$ cat config.mk
export PLATFORM = sky130hd
export DESIGN_NAME = qri_unit
export DESIGN_NICKNAME = d
export VERILOG_FILES = /design/src/hdl/qri_pkg.sv /design/src/hdl/qri_unit.sv
export SDC_FILE = /design/constraint.sdc
export NUM_CORES = 1
export LEC_CHECK = 0
export BUFFER_PORTS_ARGS = -buffer_cell sky130_fd_sc_hd__buf_4
export CORE_MARGIN = 10
export CORE_UTILIZATION = 40
export CTS_BUF_LIST = sky130_fd_sc_hd__clkbuf_4 sky130_fd_sc_hd__clkbuf_8
export DETAILED_ROUTE_END_ITERATION = 6
export MAX_ROUTING_LAYER = met4
export REMOVE_ABC_BUFFERS = 1
export SLEW_MARGIN = 10
export SYNTH_ARGS = -nofsm -noshare
export SYNTH_HDL_FRONTEND = slang
export SYNTH_SLANG_ARGS = --single-unit
$ cat constraint.sdc
create_clock -name clk_i -period 16 [get_ports clk_i]
set_input_delay 3.2 -clock clk_i [delete_from_list [all_inputs] [get_ports clk_i]]
set_output_delay 3.2 -clock clk_i [all_outputs]
set_load 0.02 [all_outputs]
$ cat src/hdl/qri_pkg.sv
// Shared types and constants for the QR iteration eigenvalue block.
// Used by qri_unit and qr_iteration_eigenvalues_top; depends on nothing.
package qri_pkg;

  localparam int MAX_ORDER = 16;
  localparam int IDX_W     = 4;
  localparam int ADDR_W    = 2 * IDX_W;
  localparam int CELLS     = MAX_ORDER * MAX_ORDER;
  localparam int CFG_IDX_W = 1;
  localparam int CFG_W     = 10;

  localparam logic [CFG_IDX_W-1:0] REG_MATRIX_SIZE    = 1'd0;
  localparam logic [CFG_IDX_W-1:0] REG_ITERATION_COUNT = 1'd1;

  localparam logic [1:0] MODE_CLEAR = 2'd0;
  localparam logic [1:0] MODE_WRITE = 2'd1;
  localparam logic [1:0] MODE_RUN   = 2'd2;
  localparam logic [1:0] MODE_SPARE = 2'd3;

  typedef struct packed {
    logic [1:0]        mode;
    logic [3:0]        row_index;
    logic [3:0]        col_index;
    logic signed [31:0] element_value;
  } in_item_t;

  typedef struct packed {
    logic signed [31:0] eigenvalue;
    logic [3:0]        eigen_index;
    logic              last_result;
    logic              singular_seen;
  } out_item_t;

  typedef struct packed {
    logic        start;
    logic        root;
    logic [63:0] arg;
    logic [31:0] divisor;
  } unit_req_t;

  typedef struct packed {
    logic        done;
    logic [47:0] value;
  } unit_rsp_t;

endpackage

$ cat src/hdl/qri_unit.sv
// Bit-serial integer square root (32 steps) and restoring divider (48 steps).
// Depends on qri_pkg for the request and response types.
module qri_unit
  import qri_pkg::*;
(
  input  logic      clk_i,
  input  logic      rst_ni,
  input  unit_req_t req_i,
  output unit_rsp_t rsp_o
);

  logic        busy_q, busy_d;
  logic        root_q, root_d;
  logic [5:0]  cnt_q, cnt_d;
  logic [63:0] rem_q, rem_d;
  logic [63:0] res_q, res_d;
  logic [63:0] bit_q, bit_d;
  logic [47:0] num_q, num_d;
  logic [31:0] div_q, div_d;
  logic        done_q, done_d;

  logic [63:0] trial;
  logic [32:0] shifted;

  always_comb begin
    busy_d  = busy_q;
    root_d  = root_q;
    cnt_d   = cnt_q;
    rem_d   = rem_q;
    res_d   = res_q;
    bit_d   = bit_q;
    num_d   = num_q;
    div_d   = div_q;
    done_d  = 1'b0;
    trial   = res_q + bit_q;
    shifted = {rem_q[31:0], num_q[47]};
    if (req_i.start) begin
      busy_d = 1'b1;
      root_d = req_i.root;
      rem_d  = req_i.root ? req_i.arg : 64'd0;
      res_d  = 64'd0;
      bit_d  = 64'd1 << 62;
      num_d  = req_i.arg[47:0];
      div_d  = req_i.divisor;
      cnt_d  = req_i.root ? 6'd31 : 6'd47;
    end else if (busy_q) begin
      if (root_q) begin
        if (rem_q >= trial) begin
          rem_d = rem_q - trial;
          res_d = (res_q >> 1) + bit_q;
        end else begin
          res_d = res_q >> 1;
        end
        bit_d = bit_q >> 2;
      end else begin
        num_d = {num_q[46:0], 1'b0};
        if (shifted >= {1'b0, div_q}) begin
          rem_d = {32'd0, 32'(shifted - {1'b0, div_q})};
          res_d = {res_q[62:0], 1'b1};
        end else begin
          rem_d = {32'd0, shifted[31:0]};
          res_d = {res_q[62:0], 1'b0};
        end
      end
      cnt_d = cnt_q - 6'd1;
      if (cnt_q == 6'd0) begin
        busy_d = 1'b0;
        done_d = 1'b1;
      end
    end
  end

  always_ff @(posedge clk_i or negedge rst_ni) begin
    if (!rst_ni) begin
      busy_q <= 1'b0;
      done_q <= 1'b0;
      cnt_q  <= 6'd0;
    end else begin
      busy_q <= busy_d;
      done_q <= done_d;
      cnt_q  <= cnt_d;
    end
  end

  always_ff @(posedge clk_i) begin
    root_q <= root_d;
    rem_q  <= rem_d;
    res_q  <= res_d;
    bit_q  <= bit_d;
    num_q  <= num_d;
    div_q  <= div_d;
  end

  assign rsp_o.done  = done_q;
  assign rsp_o.value = res_q[47:0];

  a_start_idle: assert property (@(posedge clk_i) disable iff (!rst_ni)
    req_i.start |-> !busy_q) else $error("unit started while busy");
  a_done_end: assert property (@(posedge clk_i) disable iff (!rst_ni)
    done_q |-> !busy_q) else $error("done while busy");
  a_done_after: assert property (@(posedge clk_i) disable iff (!rst_ni)
    $rose(done_q) |-> $past(busy_q)) else $error("done without work");

endmodule

# After elaboration in Yosys (flattened, before gate mapping)
# Index checks and enable logic that the tools add are counted.
# W data, S select, Z words.
dict set report op_classes {
  addsub 5
  magnitude_cmp 2
  eq_ne 2
  muxes 21
  n_reduce_logical 5
}
# operator count
set op_table {}
lappend op_table {{$mux W64} 7}
lappend op_table {{$mux W48} 3}
lappend op_table {{$add A63 B63 Y64} 1}
lappend op_table {{$add A64 B63 Y64} 1}
lappend op_table {{$ge A64 B64 Y1} 1}
lappend op_table {{$sub A64 B64 Y64} 1}
lappend op_table {{$ge A33 B32 Y1} 1}
lappend op_table {{$mux W32} 1}
lappend op_table {{$sub A32 B32 Y32} 1}
lappend op_table {{$mux W6} 3}
lappend op_table {{$mux W1} 7}
lappend op_table {{$logic_not A6 Y1} 1}
lappend op_table {{$reduce_and A2 Y1} 3}
lappend op_table {{$sub A6 B1 Y6 const B} 1}
lappend op_table {{$ne A3 B2 Y1 const B} 1}
lappend op_table {{$ne A2 B2 Y1 const B} 1}
lappend op_table {{$reduce_bool A2 Y1} 1}
dict set report word_totals {
  reg_bits 249
  elab_cells 44
}

# Depth between registers and ports, before layout
dict set report depth {
  depth_word 6
  ltp_mapped 28
}

# Least setup slack after synthesis
# No wires, ideal clock.
dict set report synth_path {
  path_kind {reg-to-reg}
  from {register res_q[2]}
  to {register rem_q[0], enable pin}
  setup_time_ps 693
  t_arrival_ps 5944
  t_required_ps 15307
  slack_ps 9363
  stages_incl_launch_ff 25
  path_buffers 1
  cell_sequence {dfxtp_1 ha_1 a31o_2 a31oi_1 o21a_1 o21ai_0 a31oi_1 o21bai_1 a21oi_1 o21ai_0 a21oi_1 o21ai_0 xnor2_1 ha_1 a21oi_1 o21ai_1 a221oi_1 nor2_1 a211oi_1 o211ai_2 o221ai_4 a21oi_2 buf_2 o21ai_0 nand2_1}
}
dict set report synth_via {
  elab_chain_len 4
}
# element line_no
set synth_lines {}
lappend synth_lines {{start, declared} qri_unit.sv:16} ;# logic [63:0] res_q, res_d;
lappend synth_lines {{start signal, assigned} qri_unit.sv:88} ;# res_q <= res_d;
lappend synth_lines {{$add A64 B63 Y64} qri_unit.sv:35} ;# trial = res_q + bit_q;
lappend synth_lines {{$ge A64 B64 Y1} qri_unit.sv:48} ;# if (rem_q >= trial) begin
lappend synth_lines {{$ne A3 B2 Y1 (no line)} n/a}
lappend synth_lines {{$reduce_and A2 Y1 (no line)} n/a}
lappend synth_lines {{end signal, assigned} qri_unit.sv:87} ;# rem_q <= rem_d;
lappend synth_lines {{end, declared} qri_unit.sv:15} ;# logic [63:0] rem_q, rem_d;
# No other way between the ends.
# A chain may end at the register's enable or synchronous reset.

# Worst setup path after layout
dict set report layout_path {
  from {register res_q[2]}
  to {register res_q[50]}
}
dict set report layout_via {
  elab_chain_len 4
  elab_cells_between_ends 5
  classes_between {add/sub: 2; order compare: 1; mux: 2}
}
# element line_no
set layout_lines {}
lappend layout_lines {{$add A64 B63 Y64} qri_unit.sv:35}
lappend layout_lines {{$ge A64 B64 Y1} qri_unit.sv:48}
lappend layout_lines {{$mux W64 (*)} qri_unit.sv:48}
lappend layout_lines {{$mux W64 (*)} qri_unit.sv:47} ;# if (root_q) begin
# Every way passes the cells marked *; elsewhere a longest branch is shown, timed or not.

==> impl_metrics.json <==
{
  "min_period_over_period_pct": 47.7,
  "slew_viol_final": 0,
  "start_kind": "flop",
  "cp_slowest_cell": "a21o_1",
  "grt.overflow.total": 0,
  "r2r_cells": 25,
  "start_util_pct": 40.7,
  "setup_viol": 0,
  "fmax_mhz": 131,
  "worstPathMaxFanout": 24,
  "min_period_ns": 7.63,
  "first_pass_iters": 5,
  "holdPathEnd": "bit_q[0]",
  "clockBufferDepth": 3,
  "nFillCells": 5225,
  "cp-end-kind": "flop",
  "holdPathStages": 2,
  "synth-seq-cells": 249,
  "first_global_vias": 19436,
  "nNetsFinal": 2859,
  "grt_max_degree": 139,
  "dp_slack_ns": 8.38,
  "clkTransAtPathRegs_ns": 0.06,
  "layout_setup_ws_ns": 8.37,
  "drt-initial-drc-count": 1656,
  "ir_drop_uv": 142,
  "slew_headroom_pct": 19.9,
  "avgSynthCellArea_um2": 8.36,
  "hold_start": "bit_q[0]",
  "path_class": "flop to flop",
  "synth-main-ff-cell": "edfxtp_1",
  "synthToLayoutAreaGrowth_pct": 10.6,
  "cts_tree": "built",
  "status": "complete, no violations",
  "yosysWarnings": 0,
  "seqCellArea_mm2": 0.00648,
  "r2r-end": "res_q[50]",
  "die_w_um": 252,
  "finalHoldViolations": 0,
  "synth.most_common_cell": "nand2_1",
  "clock_skew_ns": 0.0398,
  "min_path_type": "flop to flop",
  "yosys.area.top_type_share_pct": 20.2,
  "cts_resized": 0,
  "netlist_top_cells_count": "nand2_1, o21ai_0, a21oi_1",
  "async_flop_share_pct": 3.21,
  "final_util_pct": 45.0,
  "track_usage_pct": 23.0,
  "cts.sinks": 249,
  "layout-drive-gt1-share_pct": 13.6,
  "drc": 0,
  "die_h_um": 252,
  "drt-total-wl_mm": 73.5,
  "final_antenna_net_count": 0,
  "syn_area_mm2": 0.0215,
  "io_buffers": 148,
  "synth.distinct_cells": 90,
  "root_buffer": "clkbuf_8",
  "yosysTopAreaCell": "edfxtp_1",
  "vias_per_cell": 6.02,
  "num_io_pins": 149,
  "rsz0062_at_grt": "false",
  "cp_slowest_stage_delay_ns": 0.85,
  "worst_pin_slew_ns": 1.20,
  "synth_edf_count": 145,
  "rows": 84,
  "cellPowerDensity_mw_per_mm2": 187,
  "syn-instance-count": 2573,
  "fin_setup_tns_ns": 0,
  "dieArea_mm2": 0.0635,
  "grt_pass1_wl_mm": 113,
  "wire_per_inst_um": 22.1,
  "synth.area.top_cells": "edfxtp_1, ha_1, dfxtp_1",
  "routabilityCongestion": 0.985,
  "total_power_mw": 4.44,
  "yosysSeqAreaShare_pct": 30.1,
  "power_leakage_nw": 9.58,
  "antenna_found_initial": 2,
  "cp_top_family": "compound AO/OA/AOI/OAI gates",
  "cts_inserted_buffers": 50,
  "cts_hold_buffers": 0,
  "clkLatencyLatePin_ns": 0.65,
  "num_vias": 20003,
  "cts_htree_levels": 2,
  "post_cts_buffers": 0,
  "worst-endpoint-arrival_ns": 8.19,
  "r2r_start": "res_q[2]",
  "cp.required_ns": 16.55,
  "cap_violations": 0,
  "crit_buf_inv": 1,
  "core-area_mm2": 0.0529,
  "rrSetupSlack_ns": 8.37,
  "multiInputGateArea_mm2": 0.0138,
  "dp_hpwl_mm": 53.9
}
-- power by group --
group          total (mW)  switching (mW)  internal (mW)
logic                2.69            1.66           1.02
registers            1.04           0.180          0.864
clock network       0.708           0.308          0.400
total                4.44            2.15           2.29
-- layer usage --
| metal | up-vias | wire, um | GRT usage (%) |
|---|---|---|---|
| met1 | 9751 | 33400 | 29.9 |
| met2 | 615 | 32800 | 35.2 |
| li1 | 9528 | - | - |
| met5 | - | 0 | - |
| met4 | 0 | 2140 | 7.62 |
| met3 | 109 | 5200 | 4.89 |
-- state kept, by name, indices dropped and copies added (netlist names) --
signal  count
bit_q      32
busy_q      1
cnt_q       6
div_q      32
done_q      1
num_q      48
rem_q      64
res_q      64
root_q      1
-- metrics by stage --
step	std cells	hold slack (ns)	instance area, um^2
global placement	3229	0.468	22700
global route	3321	0.498	23800
finish	3321	0.485	23800
detailed placement	3229	0.476	22700
floorplan	2374	0.451	20600
CTS	3319	0.481	23800
-- final cells by class --
type / count / area share, %
inverters: 82 / 1.29
clock inverters: 17 / 0.684
well taps: 688 / 3.62
clock buffers: 73 / 3.70
flip-flops and latches: 249 / 27.2
diodes: 2 / 0.0210
repair buffers: 167 / 5.34
multi-input cells: 2043 / 58.1
-- worst min-delay path, stage by stage, from the launching register on --
cell,delay [ns]
dfxtp_1,0.32
nand2_1,0.06
a21oi_1,0.06
-- cells in the final DEF (no fill, tap or decap), types with 81 or more instances in the layout --
cell type	netlist	layout
ha_1	164	164
a21o_1	89	89
xnor2_1	89	89
nor2_1	175	172
dfxtp_1	96	96
edfxtp_1	145	145
a21oi_1	177	177
buf_4	51	165
o21ai_0	184	182
nand2_1	315	313
inv_1	81	81
xor2_1	112	112
-- worst max-delay path by stage --
stage,cells past startpoint,to,from
2_1_floorplan,20,rem_q[0],res_q[2]
3_3_place_gp,25,res_q[50],res_q[2]
3_5_place_dp,25,res_q[50],res_q[2]
4_1_cts,25,res_q[50],res_q[2]
5_1_grt,25,res_q[50],res_q[2]
6_report,25,res_q[50],res_q[2]
-- cells by family (layout without fill, tap and decap cells) --
group,after synthesis,count (layout),share of synthesized area (%)
mux,81,81,4.04
flops,249,249,30.1
buf+inv,281,339,5.88
xor+xnor,201,201,8.18
other cells,0,2,0
compound gates,830,830,25.7
simple gates,765,765,16.3
fa+ha+maj,166,166,9.73
No activity file was read; power rests on OpenSTA's default activity.
